$ cat src/rtl/lpfd_pkg.sv
`timescale 1ns / 1ps
`default_nettype none

package lpfd_pkg;

   localparam int LPFD_QUEUE_DEPTH = 4;

   localparam int CSR_INDEX_W = 2;
   localparam int CSR_DATA_W  = 64;

   localparam logic [CSR_INDEX_W-1:0] CSR_LENGTH_SIZE_CODE = 2'd0;
   localparam logic [CSR_INDEX_W-1:0] CSR_LENGTH_MODE      = 2'd1;
   localparam logic [CSR_INDEX_W-1:0] CSR_MAX_FRAME_LENGTH = 2'd2;

   localparam logic [1:0]  RST_LENGTH_SIZE_CODE = 2'd2;
   localparam logic        RST_LENGTH_MODE      = 1'b0;
   localparam logic [63:0] RST_MAX_FRAME_LENGTH = 64'd65536;

   localparam logic [1:0] ST_PAYLOAD = 2'd0;
   localparam logic [1:0] ST_EMPTY   = 2'd1;
   localparam logic [1:0] ST_INVALID = 2'd2;
   localparam logic [1:0] ST_EXCEED  = 2'd3;

   localparam logic MODE_PAYLOAD_ONLY = 1'b0;

   typedef enum logic [1:0] {
      PH_HEADER  = 2'd0,
      PH_PAYLOAD = 2'd1,
      PH_STALLED = 2'd2
   } phase_type;

   typedef struct packed {
      logic [7:0] payload_byte;
      logic       last_of_frame;
      logic [1:0] status;
   } rsp_word_type;

   typedef struct packed {
      logic full;
      logic empty;
   } queue_status_type;

   function automatic logic [3:0] prefix_size(input logic [1:0] code);
      logic [3:0] size;
      case (code)
         2'd0:    size = 4'd1;
         2'd1:    size = 4'd2;
         2'd2:    size = 4'd4;
         default: size = 4'd8;
      endcase
      return size;
   endfunction

endpackage

`default_nettype wire

$ cat src/rtl/length_prefix_frame_decoder.sv
// Length-prefixed frame decoder.
// req_*: one stream byte per word (req_in_byte). A word is taken on a clock
//   edge with req_valid high and req_stall low; a new byte may follow every
//   cycle while req_stall is low: a sustained rate of one byte per cycle.
// rsp_*: zero or one result word per byte: a payload byte with its
//   end-of-frame flag, an empty-frame marker, or an error status. The result
//   of a byte is written into the queue and then into the output register:
//   the front parser classifies the byte in the cycle it is offered and
//   writes its result into the queue on the accepting edge; it moves on into
//   the output register after older results, once that register is free.
// csr_*: write-only registers (prefix size code, length mode, maximum frame
//   length); the user must write only while the block is idle (unenforced).
// Reset: registers return to a 4-byte prefix, payload-only mode and a
//   maximum of 65536; the parser waits for a prefix and the queue empties.
// When rsp_stall is held the output register keeps its word and the queue
//   fills; req_stall rises once QUEUE_DEPTH results are waiting.
// After an error result all later bytes are taken and dropped until reset.
`timescale 1ns / 1ps
`default_nettype none

module length_prefix_frame_decoder #(
   parameter int QUEUE_DEPTH = lpfd_pkg::LPFD_QUEUE_DEPTH
) (
   input  wire                              clock,
   input  wire                              reset,
   input  wire                              req_valid,
   output logic                             req_stall,
   input  wire  [7:0]                       req_in_byte,
   output logic                             rsp_valid,
   input  wire                              rsp_stall,
   output logic [7:0]                       rsp_payload_byte,
   output logic                             rsp_last_of_frame,
   output logic [1:0]                       rsp_status,
   input  wire                              csr_wr_en,
   input  wire  [lpfd_pkg::CSR_INDEX_W-1:0] csr_index,
   input  wire  [lpfd_pkg::CSR_DATA_W-1:0]  csr_data
);
   import lpfd_pkg::*;

   logic             accept;
   logic             push;
   rsp_word_type     push_word;
   logic             pop;
   rsp_word_type     pop_word;
   queue_status_type q_status;

   assign req_stall = q_status.full;
   assign accept    = req_valid && !req_stall;

   lpfd_front u_front (
      .clock     (clock),
      .reset     (reset),
      .accept    (accept),
      .in_byte   (req_in_byte),
      .csr_wr_en (csr_wr_en),
      .csr_index (csr_index),
      .csr_data  (csr_data),
      .push      (push),
      .push_word (push_word)
   );

   lpfd_queue #(
      .DEPTH (QUEUE_DEPTH)
   ) u_queue (
      .clock     (clock),
      .reset     (reset),
      .push      (push),
      .push_word (push_word),
      .pop       (pop),
      .pop_word  (pop_word),
      .status    (q_status)
   );

   lpfd_back u_back (
      .clock             (clock),
      .reset             (reset),
      .q_status          (q_status),
      .pop_word          (pop_word),
      .pop               (pop),
      .rsp_valid         (rsp_valid),
      .rsp_stall         (rsp_stall),
      .rsp_payload_byte  (rsp_payload_byte),
      .rsp_last_of_frame (rsp_last_of_frame),
      .rsp_status        (rsp_status)
   );

`ifndef SYNTHESIS
   a_queue_drains: assert property (@(posedge clock) disable iff (reset)
      (!rsp_valid && !q_status.empty) |=> rsp_valid)
      else $error("queued result not moved to output register");

   a_nonpayload_zero: assert property (@(posedge clock) disable iff (reset)
      (rsp_valid && rsp_status != ST_PAYLOAD) |-> (rsp_payload_byte == 8'd0))
      else $error("nonzero byte on a non-payload result");

   a_error_not_last: assert property (@(posedge clock) disable iff (reset)
      (rsp_valid && (rsp_status == ST_INVALID || rsp_status == ST_EXCEED))
      |-> !rsp_last_of_frame)
      else $error("error result flagged as end of frame");
`endif

endmodule

`default_nettype wire

$ cat src/rtl/lpfd_front.sv
`timescale 1ns / 1ps
`default_nettype none

module lpfd_front (
   input  wire                                 clock,
   input  wire                                 reset,
   input  wire                                 accept,
   input  wire  [7:0]                          in_byte,
   input  wire                                 csr_wr_en,
   input  wire  [lpfd_pkg::CSR_INDEX_W-1:0]    csr_index,
   input  wire  [lpfd_pkg::CSR_DATA_W-1:0]     csr_data,
   output logic                                push,
   output lpfd_pkg::rsp_word_type              push_word
);
   import lpfd_pkg::*;

   logic [1:0]  size_code_ff;
   logic        mode_ff;
   logic [63:0] max_ff;

   phase_type   phase_ff, phase_in;
   logic [2:0]  seen_ff, seen_in;
   logic [63:0] acc_ff, acc_in;
   logic [63:0] remain_ff, remain_in;

   logic [3:0]  size;
   logic [63:0] size64;
   logic [3:0]  seen_inc;
   logic [63:0] acc_new;

   always_ff @(posedge clock) begin
      if (reset) begin
         size_code_ff <= RST_LENGTH_SIZE_CODE;
         mode_ff      <= RST_LENGTH_MODE;
         max_ff       <= RST_MAX_FRAME_LENGTH;
      end else if (csr_wr_en) begin
         case (csr_index)
            CSR_LENGTH_SIZE_CODE: size_code_ff <= csr_data[1:0];
            CSR_LENGTH_MODE:      mode_ff      <= csr_data[0];
            CSR_MAX_FRAME_LENGTH: max_ff       <= csr_data;
            default: ;
         endcase
      end
   end

   always_ff @(posedge clock) begin
      if (reset) begin
         phase_ff  <= PH_HEADER;
         seen_ff   <= 3'd0;
         acc_ff    <= 64'd0;
         remain_ff <= 64'd0;
      end else begin
         phase_ff  <= phase_in;
         seen_ff   <= seen_in;
         acc_ff    <= acc_in;
         remain_ff <= remain_in;
      end
   end

   assign size     = prefix_size(size_code_ff);
   assign size64   = {60'd0, size};
   assign seen_inc = {1'b0, seen_ff} + 4'd1;
   assign acc_new  = {acc_ff[55:0], in_byte};

   always_comb begin
      phase_in  = phase_ff;
      seen_in   = seen_ff;
      acc_in    = acc_ff;
      remain_in = remain_ff;
      push      = 1'b0;
      push_word = '{payload_byte: 8'd0, last_of_frame: 1'b0, status: ST_PAYLOAD};
      if (accept) begin
         case (phase_ff)
            PH_PAYLOAD: begin
               push                   = 1'b1;
               push_word.payload_byte = in_byte;
               remain_in              = remain_ff - 64'd1;
               if (remain_ff == 64'd1) begin
                  push_word.last_of_frame = 1'b1;
                  phase_in                = PH_HEADER;
                  seen_in                 = 3'd0;
                  acc_in                  = 64'd0;
                  remain_in               = 64'd0;
               end
            end
            PH_HEADER: begin
               acc_in = acc_new;
               if (seen_inc < size) begin
                  seen_in = seen_inc[2:0];
               end else begin
                  seen_in = 3'd0;
                  acc_in  = 64'd0;
                  if (mode_ff == MODE_PAYLOAD_ONLY) begin
                     if ((max_ff < size64) || (acc_new > (max_ff - size64))) begin
                        push             = 1'b1;
                        push_word.status = ST_EXCEED;
                        phase_in         = PH_STALLED;
                     end else if (acc_new == 64'd0) begin
                        push                    = 1'b1;
                        push_word.status        = ST_EMPTY;
                        push_word.last_of_frame = 1'b1;
                     end else begin
                        phase_in  = PH_PAYLOAD;
                        remain_in = acc_new;
                     end
                  end else begin
                     if (acc_new < size64) begin
                        push             = 1'b1;
                        push_word.status = ST_INVALID;
                        phase_in         = PH_STALLED;
                     end else if (acc_new > max_ff) begin
                        push             = 1'b1;
                        push_word.status = ST_EXCEED;
                        phase_in         = PH_STALLED;
                     end else if (acc_new == size64) begin
                        push                    = 1'b1;
                        push_word.status        = ST_EMPTY;
                        push_word.last_of_frame = 1'b1;
                     end else begin
                        phase_in  = PH_PAYLOAD;
                        remain_in = acc_new - size64;
                     end
                  end
               end
            end
            default: ;
         endcase
      end
   end

endmodule

`default_nettype wire

$ cat src/rtl/lpfd_queue.sv
`timescale 1ns / 1ps
`default_nettype none

module lpfd_queue #(
   parameter int DEPTH = lpfd_pkg::LPFD_QUEUE_DEPTH
) (
   input  wire                        clock,
   input  wire                        reset,
   input  wire                        push,
   input  lpfd_pkg::rsp_word_type     push_word,
   input  wire                        pop,
   output lpfd_pkg::rsp_word_type     pop_word,
   output lpfd_pkg::queue_status_type status
);
   import lpfd_pkg::*;

   localparam int PTR_W = (DEPTH > 1) ? $clog2(DEPTH) : 1;
   localparam int CNT_W = $clog2(DEPTH + 1);

   rsp_word_type     entry_ff [DEPTH];
   logic [PTR_W-1:0] wr_ptr_ff, wr_ptr_in;
   logic [PTR_W-1:0] rd_ptr_ff, rd_ptr_in;
   logic [CNT_W-1:0] count_ff, count_in;

   always_ff @(posedge clock) begin
      if (push) begin
         entry_ff[wr_ptr_ff] <= push_word;
      end
   end

   always_ff @(posedge clock) begin
      if (reset) begin
         wr_ptr_ff <= '0;
         rd_ptr_ff <= '0;
         count_ff  <= '0;
      end else begin
         wr_ptr_ff <= wr_ptr_in;
         rd_ptr_ff <= rd_ptr_in;
         count_ff  <= count_in;
      end
   end

   always_comb begin
      wr_ptr_in = wr_ptr_ff;
      rd_ptr_in = rd_ptr_ff;
      count_in  = count_ff;
      if (push) begin
         wr_ptr_in = (wr_ptr_ff == PTR_W'(DEPTH - 1)) ? '0 : wr_ptr_ff + PTR_W'(1);
      end
      if (pop) begin
         rd_ptr_in = (rd_ptr_ff == PTR_W'(DEPTH - 1)) ? '0 : rd_ptr_ff + PTR_W'(1);
      end
      if (push && !pop) begin
         count_in = count_ff + CNT_W'(1);
      end else if (pop && !push) begin
         count_in = count_ff - CNT_W'(1);
      end
   end

   assign pop_word     = entry_ff[rd_ptr_ff];
   assign status.full  = (count_ff == CNT_W'(DEPTH));
   assign status.empty = (count_ff == '0);

endmodule

`default_nettype wire

$ cat src/rtl/lpfd_back.sv
`timescale 1ns / 1ps
`default_nettype none

module lpfd_back (
   input  wire                        clock,
   input  wire                        reset,
   input  lpfd_pkg::queue_status_type q_status,
   input  lpfd_pkg::rsp_word_type     pop_word,
   output logic                       pop,
   output logic                       rsp_valid,
   input  wire                        rsp_stall,
   output logic [7:0]                 rsp_payload_byte,
   output logic                       rsp_last_of_frame,
   output logic [1:0]                 rsp_status
);
   import lpfd_pkg::*;

   logic         valid_ff, valid_in;
   rsp_word_type word_ff;

   assign pop      = !q_status.empty && (!valid_ff || !rsp_stall);
   assign valid_in = pop || (valid_ff && rsp_stall);

   always_ff @(posedge clock) begin
      if (reset) begin
         valid_ff <= 1'b0;
      end else begin
         valid_ff <= valid_in;
      end
   end

   always_ff @(posedge clock) begin
      if (pop) begin
         word_ff <= pop_word;
      end
   end

   assign rsp_valid         = valid_ff;
   assign rsp_payload_byte  = word_ff.payload_byte;
   assign rsp_last_of_frame = word_ff.last_of_frame;
   assign rsp_status        = word_ff.status;

endmodule

`default_nettype wire
$ cat config.mk
export PLATFORM = sky130hd
export DESIGN_NAME = length_prefix_frame_decoder
export DESIGN_NICKNAME = d
export VERILOG_FILES = /design/src/rtl/lpfd_pkg.sv /design/src/rtl/length_prefix_frame_decoder.sv /design/src/rtl/lpfd_front.sv /design/src/rtl/lpfd_queue.sv /design/src/rtl/lpfd_back.sv
export SDC_FILE = /design/constraint.sdc
export NUM_CORES = 1
export LEC_CHECK = 0
export ABC_AREA = 1
export BUFFER_PORTS_ARGS = -buffer_cell sky130_fd_sc_hd__clkbuf_2
export CAP_MARGIN = 10
export CORE_MARGIN = 5
export CORE_UTILIZATION = 35
export DETAILED_ROUTE_END_ITERATION = 8
export PLACE_DENSITY = 0.46
export SYNTH_ARGS = -nofsm -noshare
export SYNTH_HDL_FRONTEND = slang
export SYNTH_SLANG_ARGS = --single-unit
export TNS_END_PERCENT = 5
$ cat constraint.sdc
create_clock -name clock -period 15 [get_ports clock]
set_input_delay 3.75 -clock clock [delete_from_list [all_inputs] [get_ports clock]]
set_output_delay 3.75 -clock clock [all_outputs]
set_load 0.02 [all_outputs]
-- Word-level counts from Yosys, hierarchy flattened
Memory sizes are Yosys's and may differ from the RTL's. A register that Yosys moved wholly into a read port is not among the register bits.
Cells that the tools add are included.
- add/subtract/negate cells: 8
- $lt $le $gt $ge: 5
- equal/unequal tests: 19
- muxes and demuxes: 55
- reduce and logical (&&, ||, !) cells: 27
- operators with widths (kind ; count):
    two-way mux 64 bit ; 8
    greater-than comparator 64 bit ; 2
    less-than comparator 64 x 4 -> 1 bit ; 2
    case mux 64 bit (2 select lines) ; 1
    subtractor 64 x 4 -> 64 bit ; 2
    two-way mux 56 bit ; 2
    case mux 56 bit (2 select lines) ; 1
    equality test 64 x 1 -> 1 bit, second input constant ; 1
    equality test 64 x 4 -> 1 bit ; 1
    logical NOT 64 bit ; 1
    subtractor 64 x 1 -> 64 bit, second input constant ; 1
    two-way mux 2 bit ; 14
    two-way mux 3 bit ; 8
    two-way mux 1 bit ; 14
    case mux 4 bit (3 select lines) ; 1
    two-way mux 11 bit ; 1
    != test 3 bit, second input constant ; 3
    equality test 2 bit, second input constant ; 4
    two-way mux 8 bit ; 1
    AND reduction 8 bit ; 1
    equality test 2 x 1 -> 1 bit, second input constant ; 3
    logical NOT 1 bit ; 6
    logical NOT 2 bit ; 3
    != test 3 x 2 -> 1 bit, second input constant ; 2
    other kinds (20) ; 31
- bits in registers: 200
- memory bits (writable): 44
- input port bits: 79
- memories: 1
- memory list (name ; depth ; bits a word ; rd ports ; clocked after memory_dff ; write ports ; RTL line ; RTL):
    u_queue.entry_ff ; 4 ; 11 ; 1 ; 1 ; 1 ; lpfd_queue.sv:20 ; rsp_word_type entry_ff [DEPTH];

-- Logic depth before layout (Yosys ltp)
Gate-level depths: netlist of the first run.
- word-level depth: 14
- depth in mapped cells: 41

-- Hierarchy
Synthesis of the first run repeated with hierarchy kept, for this count alone.
- cell total of the unflattened synthesis: 2920
- area total of the unflattened synthesis: 19805.2 um^2
- by module, submodules not included (module ; times used ; cells each ; area an instance (um^2)):
    lpfd_front ; 1 ; 2737 ; 17324.1
    lpfd_queue ; 1 ; 166 ; 2103.3
    lpfd_back ; 1 ; 15 ; 367.9
    length_prefix_frame_decoder ; 1 ; 2 ; 10.0

-- Worst setup path before layout of the first run
OpenSTA, ideal clock, no wires.
- path kind: input to register
- from: in req_in_byte[0]
- to: reg u_queue.count_ff[1]
- setup time: 0.116 ns
- arrival: 6.191 ns
- data required time: 14.884 ns
- path slack: 8.693 ns
- stages: 18
- cell sequence: inv_1 > ha_1 > fa_1 > nor2_1 > nand2_1 > nand2_1 > nor3_2 > nand2_1 > nand4_1 > nand3_1 > nand2_1 > nand2_1 > inv_1 > ha_1 > inv_1 > fa_1 > o21ai_0 > nor2_1
- RTL lines (element ; RTL line ; RTL):
    from (decl) ; length_prefix_frame_decoder.sv:28 ; input wire [7:0] req_in_byte,
    branches (longest 4 deep; another with greater-than comparator 64 bit) ; - ;
    two-way mux 1 bit * ; lpfd_front.sv:93 ; if (mode_ff == MODE_PAYLOAD_ONLY) begin
    two-way mux 1 bit * ; lpfd_front.sv:88 ; if (seen_inc < size) begin
    case mux 1 bit (2 select lines) * ; lpfd_front.sv:73 ; case (phase_ff)
    two-way mux 1 bit * ; lpfd_front.sv:72 ; if (accept) begin
    named net push ; length_prefix_frame_decoder.sv:41 ; logic push;
    logical AND 1 bit * ; lpfd_queue.sv:53 ; if (push && !pop) begin
    two-way mux 3 bit * ; lpfd_queue.sv:53 ;
    named net u_queue.count_in[1] ; lpfd_queue.sv:23 ; logic [CNT_W-1:0] count_ff, count_in;
    to (signal assigned) ; lpfd_queue.sv:39 ; count_ff <= count_in;
    to (decl) ; lpfd_queue.sv:23 ;
Mark *: on every way through the listed nets, which the timed path passes.
A chain may end at the register's enable or synchronous reset.

-- Worst setup path after layout of the first run
- from: in req_in_byte[0]
- to: reg u_front.remain_ff[11]
- longest elaborated chain between the ends: 7
- ends and longest elaborated chain (element ; RTL line ; RTL):
    subtractor 64 x 4 -> 64 bit ; lpfd_front.sv:121 ; remain_in = acc_new - size64;
    two-way mux 64 bit ; lpfd_front.sv:115 ; end else if (acc_new == size64) begin
    two-way mux 64 bit ; lpfd_front.sv:111 ; end else if (acc_new > max_ff) begin
    two-way mux 64 bit ; lpfd_front.sv:107 ; if (acc_new < size64) begin
    two-way mux 64 bit ; lpfd_front.sv:93 ;
    two-way mux 64 bit ; lpfd_front.sv:88 ;
    case mux 64 bit (2 select lines) ; lpfd_front.sv:73 ;
    to (signal assigned) ; lpfd_front.sv:56 ; remain_ff <= remain_in;
    to (decl) ; lpfd_front.sv:24 ; logic [63:0] remain_ff, remain_in;
Several ways; a longest one is shown, not always the timed one. The select of a mux whose other input is x is not followed.

==> results of run 1 <==
-- power breakdown --
part	leakage, nW	switching (mW)	internal, mW
logic	6.99	0.768	0.349
registers	2.14	0.0885	0.784
clock network	0.554	0.325	0.503
-- state kept, by name, summed over array words and instances, names as in the netlist --
name	flops
u_back.rsp_valid	1
u_front.mode_ff	1
u_queue.wr_ptr_ff	2
u_queue.rd_ptr_ff	2
u_back.rsp_payload_byte	8
u_front.remain_ff	64
u_queue.entry_ff	44
u_front.acc_ff	56
u_front.phase_ff	2
u_front.max_ff	64
u_front.size_code_ff	2
u_queue.count_ff	3
u_front.seen_ff	3
u_back.rsp_last_of_frame	1
u_back.rsp_status	2
-- worst min path at each step --
stage | start | end | slack, ps
after global routing | u_front.remain_ff[8] | u_front.remain_ff[8] | 510
final | u_front.seen_ff[1] | u_front.seen_ff[1] | 490
after global placement | u_front.seen_ff[1] | u_front.seen_ff[1] | 480
after detailed placement | u_front.seen_ff[1] | u_front.seen_ff[1] | 480
after floorplan | u_front.max_ff[2] | u_front.max_ff[2] | 450
after CTS | u_front.seen_ff[1] | u_front.seen_ff[1] | 490
-- stage by stage --
stage	hold WS (ps)	instance area [µm²]
floorplan	451.8	18580
global placement	477.3	19580
detailed placement	479.7	19580
CTS	488.7	20700
global route	514.3	20700
finish	487.8	20700
-- layer usage --
metal	vias to the layer above	part of all wire (%)	GRT usage [%]	wire (µm)
met5	-	0	0	0
met4	0	2.2	4.900	1314
met3	78	4.2	2.512	2534
met2	380	43	32.09	26070
met1	8110	50	30.25	30180
li1	9199	-	-	-
-- critical path, delay by kind of cell --
family / cells / cell delay (ps)
AO/OA/AOI/OAI: 3 / 420
AND/OR/NAND/NOR: 7 / 1220
adder cells (fa/ha/maj): 2 / 650
buffers and inverters: 3 / 1030
-- synthesized netlist by cell type (7+ instances only) --
library cell / count / area share, %
buf_2: 11 / 0.30
nor2_2: 19 / 0.64
nand3_1: 111 / 3.0
a21oi_1: 299 / 8.1
ha_1: 148 / 10
nor4_1: 25 / 0.84
nor3_1: 59 / 1.6
nand4_1: 44 / 1.5
xor2_1: 88 / 4.1
nand2_1: 495 / 10
inv_1: 321 / 6.5
o21a_1: 7 / 0.28
inv_2: 28 / 0.57
nor2_1: 396 / 8.0
edfxtp_1: 55 / 8.9
clkbuf_1: 56 / 1.1
o22ai_1: 23 / 0.77
or2_2: 11 / 0.37
nand2_2: 8 / 0.27
dfxtp_1: 200 / 22
nor2_4: 8 / 0.48
o21ai_0: 181 / 4.9
o21ai_1: 44 / 1.2
-- area by class of cell --
cell class / instances / area share, %
clock buffers: 43 / 4.418
repair buffers: 100 / 2.526
flip-flops and latches: 255 / 27.32
inverters: 350 / 6.358
multi-input cells: 2049 / 54.22
clock inverters: 18 / 1.003
well taps: 688 / 4.158
-- cells by family (layout without fill, tap and decap cells) --
kind of cell,count (synthesis),count (layout),synth area share (%)
buf+inv,431,511,9.184
compound gates,592,592,16.94
flops,255,255,30.43
simple gates,1215,1215,28.86
xor+xnor,91,91,4.289
fa+ha+maj,151,151,10.29
==> impl_results.md, run 1 <==
* Status: complete, no violations
* Total setup buffers inserted after CTS at 0
* Synth Flop Type: dfxtp_1
* Final #Nets at around 3.0k
* Number of inserted diodes at 0
* Layout fillers at 5,624
* Final ANT Viol Nets at 0
* Total Power at around 2.8 mW
* Netlist cell types at 58
* Synth warn at 0
* Vias in the first global route at around 17k
* Pwr/cell area at around 140 nW/µm²
* Hold Path Cell Cnt at 2
* Final Skew at about 20 ps
* Critical Path AT at between 7000 and 8000 ps
* Post-Syn Area at between 15,000 and 20,000 µm²
* Via/cell ratio at about 5.1
* Max Cap Viol at 0
* Fin cells at ~3.5k
* Initial Utilization at between 30% and 40%
* CTS tree: yes
* Slew headroom at a little under a quarter
* Crit path max fanout at 42
* Total wire length at around 60,000 µm
* Post-CTS Hold Buffers at 0
* CTS Root Buffer Type: clkbuf_16
* Worst VDD drop at approximately 0.08 mV
* R2R setup slack at 8450 ps
* Grt ovf at 0
* Die height at around 240 µm
* Ratio of cells with drive above 1 in the final layout at a little under a tenth
* Drt pass-1 iters at 5
* Seq/Total Area, Yosys at a little over 30%
* Seq cells post-synth at 255
* Via count at 17.77k
* RePlAce Congestion at ~0.9
* Die W at 240.4 µm
* EDFF count, synth at 55
* DR WL/cell at roughly 17 µm
* CTS buffer count at 34
* Fin util at 39.39%
* Worst reg2reg path depth at 34
* Pre-CTS setup slack at slightly below 8000 ps
* Worst Setup SP: req_in_byte[0]
* Pleak at just under 10 nW
* Ports at approximately 90
* RR Endpoint: u_front.remain_ff[11]
* Final setup viols at 0
* HPWL after DPL at 46,260 µm
* Core Box Area at roughly 53,000 µm²
* Commonest non-fill, non-tap cell in the layout: nand2_1
* DRC at 0
* Clock transition at path regs at ~60 ps
* FMAX at between 150 and 200 MHz
* Largest net degree at the start of global routing at 112
* Critical path endpoint: u_front.remain_ff[11]
* Mapped Cells at 2,735
* Die ar. at between 50,000 and 60,000 µm²
* Multi-input gate area at around 11,000 µm²
* Critical Path End Type: flop
* Crit path kind: primary input to flop
* Layout area overhead at 11.40%
* Critical Path RT at 15,480 ps
* Critical path, cell by cell: clkbuf_2, inv_1, ha_1, fa_1, nor2_1, nand2_1, nand2_1, nor3_2, nand2_1, o21ai_1, nor3_2, nand3_4, inv_2, o21ai_0, a21oi_1
* Slowest cell on the critical path: inv_2
* Startpoint types: primary input
* First-pass GRT wire length at between 90,000 and 100,000 µm
* Final clock period utilization by the worst path at 44.31%
* Net Count, Synth at 2,965
* Iter 0 DRT Violations at about 1.1k
* Row Count at between 80 and 90
* Max clock buf depth at 3
* Max H-tree Level at 2
* Avg Inst Size Synth at between 6 and 7 µm²
* Final TNS setup at 0 ps
* Reg-to-reg critical path startpoint: u_front.size_code_ff[1]
* Final WS setup at about 8400 ps
* HP Class: flop to flop
* RSZ-0062 raised after global routing: no
* TritonCTS Sinks at 255
* Slew Limit Fails at 0
* Most used cell, CP: nand2_1
* Worst Tran Pin Value at 1143 ps
* Gr usage total at slightly above 20%
* Slowest cell delay on critical path at 800 ps
* Initial antenna violation count at 0
* Post-layout minimum cycle time at 6647 ps
* Inst Count DP at 3,442
* Post-synth ARST share at 0%
* Register area at around 5700 µm²
* Final hold violation count at 0
* Port Buf Inserts at between 90 and 100
* Worst skew pair latency at 550 ps
* Commonest non-fill, non-tap cells in the layout: 495 x nand2_1, 395 x nor2_1, 320 x inv_1, 299 x a21oi_1, 200 x dfxtp_1
* Post-CTS sizing at 0
Power figures use the tool's default switching activity.
==> run 2, diff against run 1 <==
Settings changed: ABC_AREA 1 to 0, PLACE_DENSITY 0.46 to 0.48.
Clock period 15 ns to 6.05 ns, I/O delays scaled along.
==> run 2 against run 1 <==
Die area fell by 9.5%. Sequential share of layout area rose by 1.2 points. Critical path type is now flop to flop. Combinational power rose by 49%. Critical endpoint is now u_queue.count_ff[2]. Largest power group is now the clock network. Power rose by 100%. Worst hold slack got worse by 26 ps. Design area fell by 4.0%. Synthesized cell count fell by 26%. Sequential power rose by 130%. Global-route usage fell by 0.57 points. Sequential cell count did not move. Cell count fell by 20%.
==> impl_results.md, run 2 <==
* Adder-Cell Fraction of Synth Area at 11.42% (+1.1 points)
* Seq cells post-synth at 255 (unchanged)
* Mux cell area share after synthesis at 2.026% (+2.0 points)
* Die height at 228.7 µm (-4.9%)
* Sw frac at 35.17% (-6.8 points)
* Max H-tree Level at 2 (unchanged)
* Row Count at 80 (-4.8%)
* Layout fillers at 4,840 (-14%)
* RR Endpoint: u_queue.count_ff[2]
* Yosys top cell by area: dfxtp_1
* Layout area overhead at 18.74%
* Post-Syn Area at 16,740 µm² (-9.9%)
* Grt ovf at 0 (unchanged)
* Commonest non-fill, non-tap cell in the layout: a21oi_1
* HPWL after DPL at 39,050 µm (-16%)
* Via/cell ratio at 5.504 (+8.5%)
* Die ar. at 52,290 µm² (-9.5%)
* Pleak at 7.985 nW (-18%)
* R2R setup slack at 100 ps (-8350 ps)
* Largest family of logic cells by synthesized area: simple AND/OR/NAND/NOR gates
* Final #Nets at 2,398 (-21%)
* Critical Path AT at 6440 ps (-690 ps)
* Number of inserted diodes at 0 (unchanged)
* Post-CTS Hold Buffers at 0 (unchanged)
* Commonest non-fill, non-tap cells in the layout: 228 x a21oi_1, 211 x nand2_1, 198 x dfxtp_1, 177 x nor2_1, 148 x inv_1
* Status: complete, no violations
* Top Family by Delay on Critical Path: simple AND/OR/NAND/NOR gates
* First-pass GRT wire length at 85,230 µm (-10%)
* Ratio of cells with drive above 1 in the final layout at 15.33% (+6.0 points)
* Final Skew at 21.12 ps (+0.8085 ps)
* Top Registers: u_front.max_ff x64, u_front.remain_ff x64, u_front.acc_ff x56
* Largest net degree at the start of global routing at 72 (-36%)
* Mapped Cells at 2,032 (-26%)
* Pre-CTS setup slack at -275.3 ps (-8080 ps)
* Clock power frac at 35.9% (+6.5 points)
* Slew Limit Fails at 0 (unchanged)
* Iter 0 DRT Violations at 857 (-21%)
* FMAX at 167.9 MHz
* Initial antenna violation count at 0 (unchanged)
* CTS Root Buffer Type: clkbuf_16
* Critical Path RT at 6540 ps (-8940 ps)
* Final WS setup at 95.62 ps (-8257 ps)
* Gr usage total at 19.97% (-0.57 points)
* Synth top area share at 23.92% (+2.4 points)
* Crit path kind: flop to flop
* Seq/Total Area, Yosys at 33.79% (+3.4 points)
* Post-layout minimum cycle time at a little under 6000 ps
* Clock transition at path regs at 60 ps (about the same)
* Critical Path End Type: flop
* RePlAce Congestion at 0.9016 (+1.7%)
* Met1 usage at 28.17% (-2.1 points)
* Synth Area in Compound Gates at 19.43% (+2.5 points)
* Core Box Area at 47,550 µm² (-9.5%)
* Drt pass-1 iters at 5 (unchanged)
* Worst skew pair latency at 560 ps (about the same)
* CTS tree: yes
* Slowest cell delay on critical path at 410 ps (-390 ps)
* Switching power at 2.005 mW (+70%)
* DR WL/cell at 19.13 µm (+11%)
* Met3 GRT Util at 2.770% (+0.26 points)
* Port Buf Inserts at 91 (unchanged)
* Hold Path Cell Cnt at 2 (unchanged)
* Crit path max fanout at 4 (-90%)
* Ports at 92 (unchanged)
* Worst Tran Pin Value at 936.4 ps (-206.9 ps)
* Synth warn at 0 (unchanged)
* Reg-to-reg critical path startpoint: u_front.size_code_ff[0]
* EDFF count, synth at 55 (unchanged)
* Total wire length at 53,690 µm (-11%)
* Hold_ws at 461.3 ps (-26.46 ps)
* Net Count, Synth at 2,262 (-24%)
* Pwr/cell area at 286.9 nW/µm² (+110%)
* TritonCTS Sinks at 255 (unchanged)
* Initial Utilization at 35.20% (-0.16 points)
* Slew headroom at 35.96% (+12 points)
* Synth area leaders: dfxtp_1 24%, ha_1 11%, edfxtp_1 9.9%
* Avg Inst Size Synth at 8.236 µm² (+21%)
* Hold_sp: u_front.max_ff[59]
* Xor/xnor share of the synthesized area at 6.123% (+1.8 points)
* Sequential power share at 34.9% (+3.9 points)
* Power share of the combinational group at 29.2% (-10 points)
* Startpoint types: flop
* WP buf/inv at 7 (+4)
* RSZ-0062 raised after global routing: yes
* Most frequent cell after synthesis: a21oi_1
* Final hold violation count at 0 (unchanged)
* Synth top cells by count: 230 x a21oi_1, 217 x nand2_1, 200 x dfxtp_1
* Final setup viols at 0 (unchanged)
* Int Pwr at 3.697 mW (+130%)
* HP Class: flop to flop
* Netlist cell types at 77 (+33%)
* Max clock buf depth at 3 (unchanged)
* Hold endpoint: u_front.max_ff[59]
* Die W at 228.7 µm (-4.9%)
* Met2 usage in global routing at 31.80% (-0.29 points)
* Busiest grt layer: met2
* Via count at 15.45k (-13%)
* Worst reg2reg path depth at 32 (-5.9%)
* Worst VDD drop at 0.1835 mV (+130%)
* Final clock period utilization by the worst path at a little over nine tenths
* DRC at 0 (unchanged)
* Vias in the first global route at 15.23k (-11%)
* Synth Flop Type: dfxtp_1
* Final ANT Viol Nets at 0 (unchanged)
* Post-Synth Simple-Gate Area at 21.08% (-7.8 points)
* Max Cap Viol at 0 (unchanged)
* Post-synth ARST share at 0% (unchanged)
* Slowest cell on the critical path: fa_2
* CTS buffer count at 34 (unchanged)
run 2: per-layer routing:
| layer | share of wire, % | wire length (µm) |
|---|---|---|
| met1 | 47 | 25360 |
| met2 | 45 | 24400 |
| met3 | 4.3 | 2287 |
| met4 | 3.1 | 1639 |
| met5 | 0 | 0 |
run 2: worst reg2reg max path: cells and delay by family (launching register included):
family | cells | cell delay, ps
flip-flops | 1 | 360
AND/OR/NAND/NOR | 12 | 2190
AO/OA/AOI/OAI | 6 | 910
adder cells (fa/ha/maj) | 5 | 1340
XOR/XNOR | 2 | 290
buffers and inverters | 7 | 800
run 2: worst max-delay path by stage:
stage	end	depth (start not counted)	startpoint	slack [ps]
after global placement	u_queue.count_ff[2]	31	u_front.size_code_ff[1]	-220
after floorplan	u_queue.count_ff[2]	29	u_front.size_code_ff[1]	130
after global routing	u_queue.count_ff[2]	32	u_front.size_code_ff[0]	-150
after CTS	u_queue.count_ff[2]	32	u_front.size_code_ff[1]	10
final	u_queue.count_ff[2]	32	u_front.size_code_ff[0]	100
after detailed placement	u_queue.count_ff[2]	31	u_front.size_code_ff[1]	-280
run 2: layout make-up:
class / count / area [µm²] / share of cell area, %
inverter: 151 / 566.8 / 2.852
clock inverter: 12 / 191.4 / 0.9633
timing repair buffer: 209 / 1426 / 7.177
clock buffer: 48 / 943.4 / 4.747
sequential: 255 / 5663 / 28.50
tap: 615 / 769.5 / 3.872
multi-input combinational: 1517 / 10310 / 51.89
run 2: stage by stage:
stage / utilization (%) / instance area, µm² / TNS (ps) / total power, mW / instances
finish: 41.80 / 19870 / 0 / 5.702 / 2807
global route: 41.80 / 19870 / -177.8 / 6.011 / 2807
CTS: 41.31 / 19640 / 0 / 5.732 / 2802
detailed placement: 38.77 / 18430 / -296.6 / 3.647 / 2739
global placement: 38.77 / 18430 / -218.1 / 3.631 / 2739
floorplan: - / 16740 / 0 / 3.092 / 2032
run 2: timing repair:
action | 4_1_cts | 5_1_grt
cloned | 0 | 0
buffers inserted | 3 | 6
pin swaps | 11 | 26
setup endpoints to repair | 2 | 7
resized for setup | 16 | 41
run 2: cell families (layout without fill, tap and decap cells):
family,Yosys count,count (layout)
compound gates,502,502
simple gates,727,727
mux,20,20
buf+inv,260,420
flops,255,255
xor+xnor,117,117
fa+ha+maj,151,151
run 2: power groups by stage:
stage	logic [mW]	clock network (mW)	registers, mW
final	1.67	2.05	1.99
after global placement	1.61	0	2.02
after global routing	1.84	2.16	2.01
after floorplan	1.07	0	2.02
after detailed placement	1.62	0	2.03
after CTS	1.64	2.10	1.99
==> run 3, diff against run 2 <==
Settings changed: CTS_BUF_LIST set to sky130_fd_sc_hd__clkbuf_8.
==> run 3 against run 2 <==
The run now ends with setup timing left. Clock-buffer cell count rose by 12. Critical path depth is the same. Power is 3.8% lower. Register-to-register slack worse by 100 ps. Worst setup slack worse by 100 ps. Via count is 0.47% higher. Maximum frequency decreased by 1.7%. Clock power shrank 10%. Global-route usage about the same. Critical path type unchanged. Critical endpoint unchanged.
==> impl_results.md, run 3 (synthesized netlist as in run 2, its figures left out) <==
* Status: finished, violations left
* Failing checks: setup timing
* Startpoint types: flop
* Final clock period utilization by the worst path at 100.1% (+1.7 points)
* Critical Path RT at 6620 ps (+80 ps)
* Critical Path AT at 6630 ps (+190 ps)
* Final WS setup at -8.850 ps (-104.5 ps)
* Hold Path Cell Cnt at 2 (unchanged)
* Iter 0 DRT Violations at 904 (+5.5%)
* Initial antenna violation count at 0 (unchanged)
* Max Cap Viol at 0 (unchanged)
* Layout area overhead at 17.91%
* First-pass GRT wire length at 85,350 µm (+0.15%)
* Post-layout minimum cycle time at 6059 ps (+104.5 ps)
* Area after DPL at 18,430 µm² (unchanged)
* Final setup viols at 1 (+1)
* Initial Utilization at 35.20% (unchanged)
* Hold_sp: u_front.max_ff[59]
* Worst reg2reg path depth at 32 (unchanged)
* Reg-to-reg critical path startpoint: u_front.size_code_ff[0]
* Commonest non-fill, non-tap cells in the layout: 228 x a21oi_1, 213 x nand2_1, 198 x dfxtp_1, 177 x nor2_1, 158 x inv_1
* Slew Limit Fails at 0 (unchanged)
* Slowest cell on the critical path: fa_2
* Via/cell ratio at 5.479 (-0.46%)
* Final ANT Viol Nets at 0 (unchanged)
* Hold endpoint: u_front.max_ff[59]
* Total wire length at 53,610 µm (-0.14%)
* Pleak at 8.009 nW (+0.30%)
* R2R setup slack at -9 ps (-100 ps)
* Commonest non-fill, non-tap cell in the layout: a21oi_1
* RSZ-0062 raised after global routing: yes
* Final hold violation count at 0 (unchanged)
* HPWL after DPL at 39,050 µm (unchanged)
* Worst VDD drop at 0.2176 mV (+19%)
* Via count at 15.52k (+0.47%)
* Pwr/cell area at 278.1 nW/µm² (-3.1%)
* Port Buf Inserts at 91 (unchanged)
* FMAX at 165.0 MHz (-1.7%)
* Crit path max fanout at 4 (unchanged)
* Core Box Area at 47,550 µm² (unchanged)
* Final TNS setup at -8.850 ps (-8.850 ps)
* Drt pass-1 iters at 7 (+2)
* Die W at 228.7 µm (unchanged)
* Critical Path End Type: flop
* Ports at 92 (unchanged)
* Die height at 228.7 µm (unchanged)
* CTS buffer count at 48 (+41%)
* Clock transition at path regs at 60 ps (about the same)
* Grt ovf at 0 (unchanged)
* Row Count at 80 (unchanged)
* TritonCTS Sinks at 255 (unchanged)
* Worst skew pair latency at 650 ps (+90 ps)
* DRC at 0 (unchanged)
* Max H-tree Level at 2 (unchanged)
* RePlAce Congestion at 0.9016 (unchanged)
* CTS tree: yes
* Worst Tran Pin Value at 945.1 ps (+8.744 ps)
* Number of inserted diodes at 0 (unchanged)
* RR Endpoint: u_queue.count_ff[2]
* Fin util at 41.50% (-0.29 points)
* Die ar. at 52,290 µm² (unchanged)
* Vias in the first global route at 15.35k (+0.81%)
* Final #Nets at 2,411 (+0.54%)
* Crit path kind: flop to flop
* Pre-CTS setup slack at -275.3 ps (unchanged)
* CTS Root Buffer Type: clkbuf_8
* DR WL/cell at 18.92 µm (-1.1%)
* Final Skew at 38.49 ps (+17.36 ps)
* Slowest cell delay on critical path at 410 ps (about the same)
* Slew headroom at 35.36% (-0.60 points)
* Ratio of cells with drive above 1 in the final layout at 15.96% (+0.63 points)
* Top Registers: u_front.max_ff x64, u_front.remain_ff x64, u_front.acc_ff x56
* Max clock buf depth at 3 (unchanged)
* HP Class: flop to flop
* Finished layout cell area at 19,730 µm² (-0.70%)
* Largest net degree at the start of global routing at 72 (unchanged)
* Gr usage total at 20.01% (+0.045 points)
[run 3: cell types whose count changed in the layout (fill, tap and decap cells not counted), moves of 2 or more]
cell / before / now
clkbuf_1: 10 / 0
clkbuf_16: 34 / 0
clkbuf_8: 4 / 60
clkinv_1: 1 / 3
clkinv_2: 1 / 6
clkinvlp_4: 4 / 2
inv_1: 148 / 158
nand2_1: 211 / 213
nand2_2: 5 / 3
xnor2_1: 76 / 78
xnor2_2: 3 / 1
[run 3: worst max path at each step]
stage	startpoint	to	slack [ps]	cells after the start
final	u_front.size_code_ff[0]	u_queue.count_ff[2]	-9	32
after detailed placement	u_front.size_code_ff[1]	u_queue.count_ff[2]	-280	31
after global placement	u_front.size_code_ff[1]	u_queue.count_ff[2]	-220	31
after CTS	u_front.size_code_ff[1]	u_queue.count_ff[2]	7	31
after floorplan	u_front.size_code_ff[1]	u_queue.count_ff[2]	130	29
after global routing	u_front.size_code_ff[0]	u_queue.count_ff[2]	-240	32
[run 3: metal layers]
layer  vias to the layer above  share of wire (%)  GRT usage (%)  routed length, µm
li1                       7689                  -              -                  -
met1                      7384                 47          27.94              25430
met2                       352                 45          31.75              24160
met3                        96                4.6          3.329               2455
met4                         0                2.9          6.353               1573
met5                         -                  0              0                  0
[run 3: worst max-delay path, delay by kind of cell, from the launching register on]
| kind | cells | cell delay (ps) |
|---|---|---|
| adder cells (fa/ha/maj) | 5 | 1310 |
| buffers and inverters | 7 | 810 |
| AO/OA/AOI/OAI | 5 | 770 |
| AND/OR/NAND/NOR | 13 | 2380 |
| flip-flops | 1 | 360 |
| XOR/XNOR | 2 | 320 |
[run 3: repair_timing]
item / CTS / global route
hold buffers: 0 / 0
endpoints found under the setup margin: 2 / 6
pin swaps: 6 / 19
resized for setup: 13 / 34
hold endpoints to repair: 0 / 0
setup buffers: 1 / 6
[run 3: layout make-up]
cell class	instances	area, µm²
Fill cell	4861	27810
Tap cell	615	769.5
Timing Repair Buffer	208	1419
Sequential cell	255	5660
Multi-Input combinational cell	1517	10260
Inverter	151	566.8
Clock buffer	60	825.8
Clock inverter	27	232.7
[run 3: metrics by stage]
step,hold WS [ps],total power [mW],cells
2_1_floorplan,436.3,3.092,2032
6_report,462.1,5.487,2833
3_3_place_gp,447.6,3.631,2739
4_1_cts,464.9,5.530,2827
5_1_grt,477.3,5.826,2833
3_5_place_dp,453.0,3.647,2739
[run 3: report_power, final]
group / total, mW / switching (mW) / internal (mW) / leakage [nW]
sequential: 1.99 / 0.128 / 1.86 / 2.12
combinational: 1.65 / 1.05 / 0.604 / 5.32
clock: 1.84 / 0.811 / 1.03 / 0.577
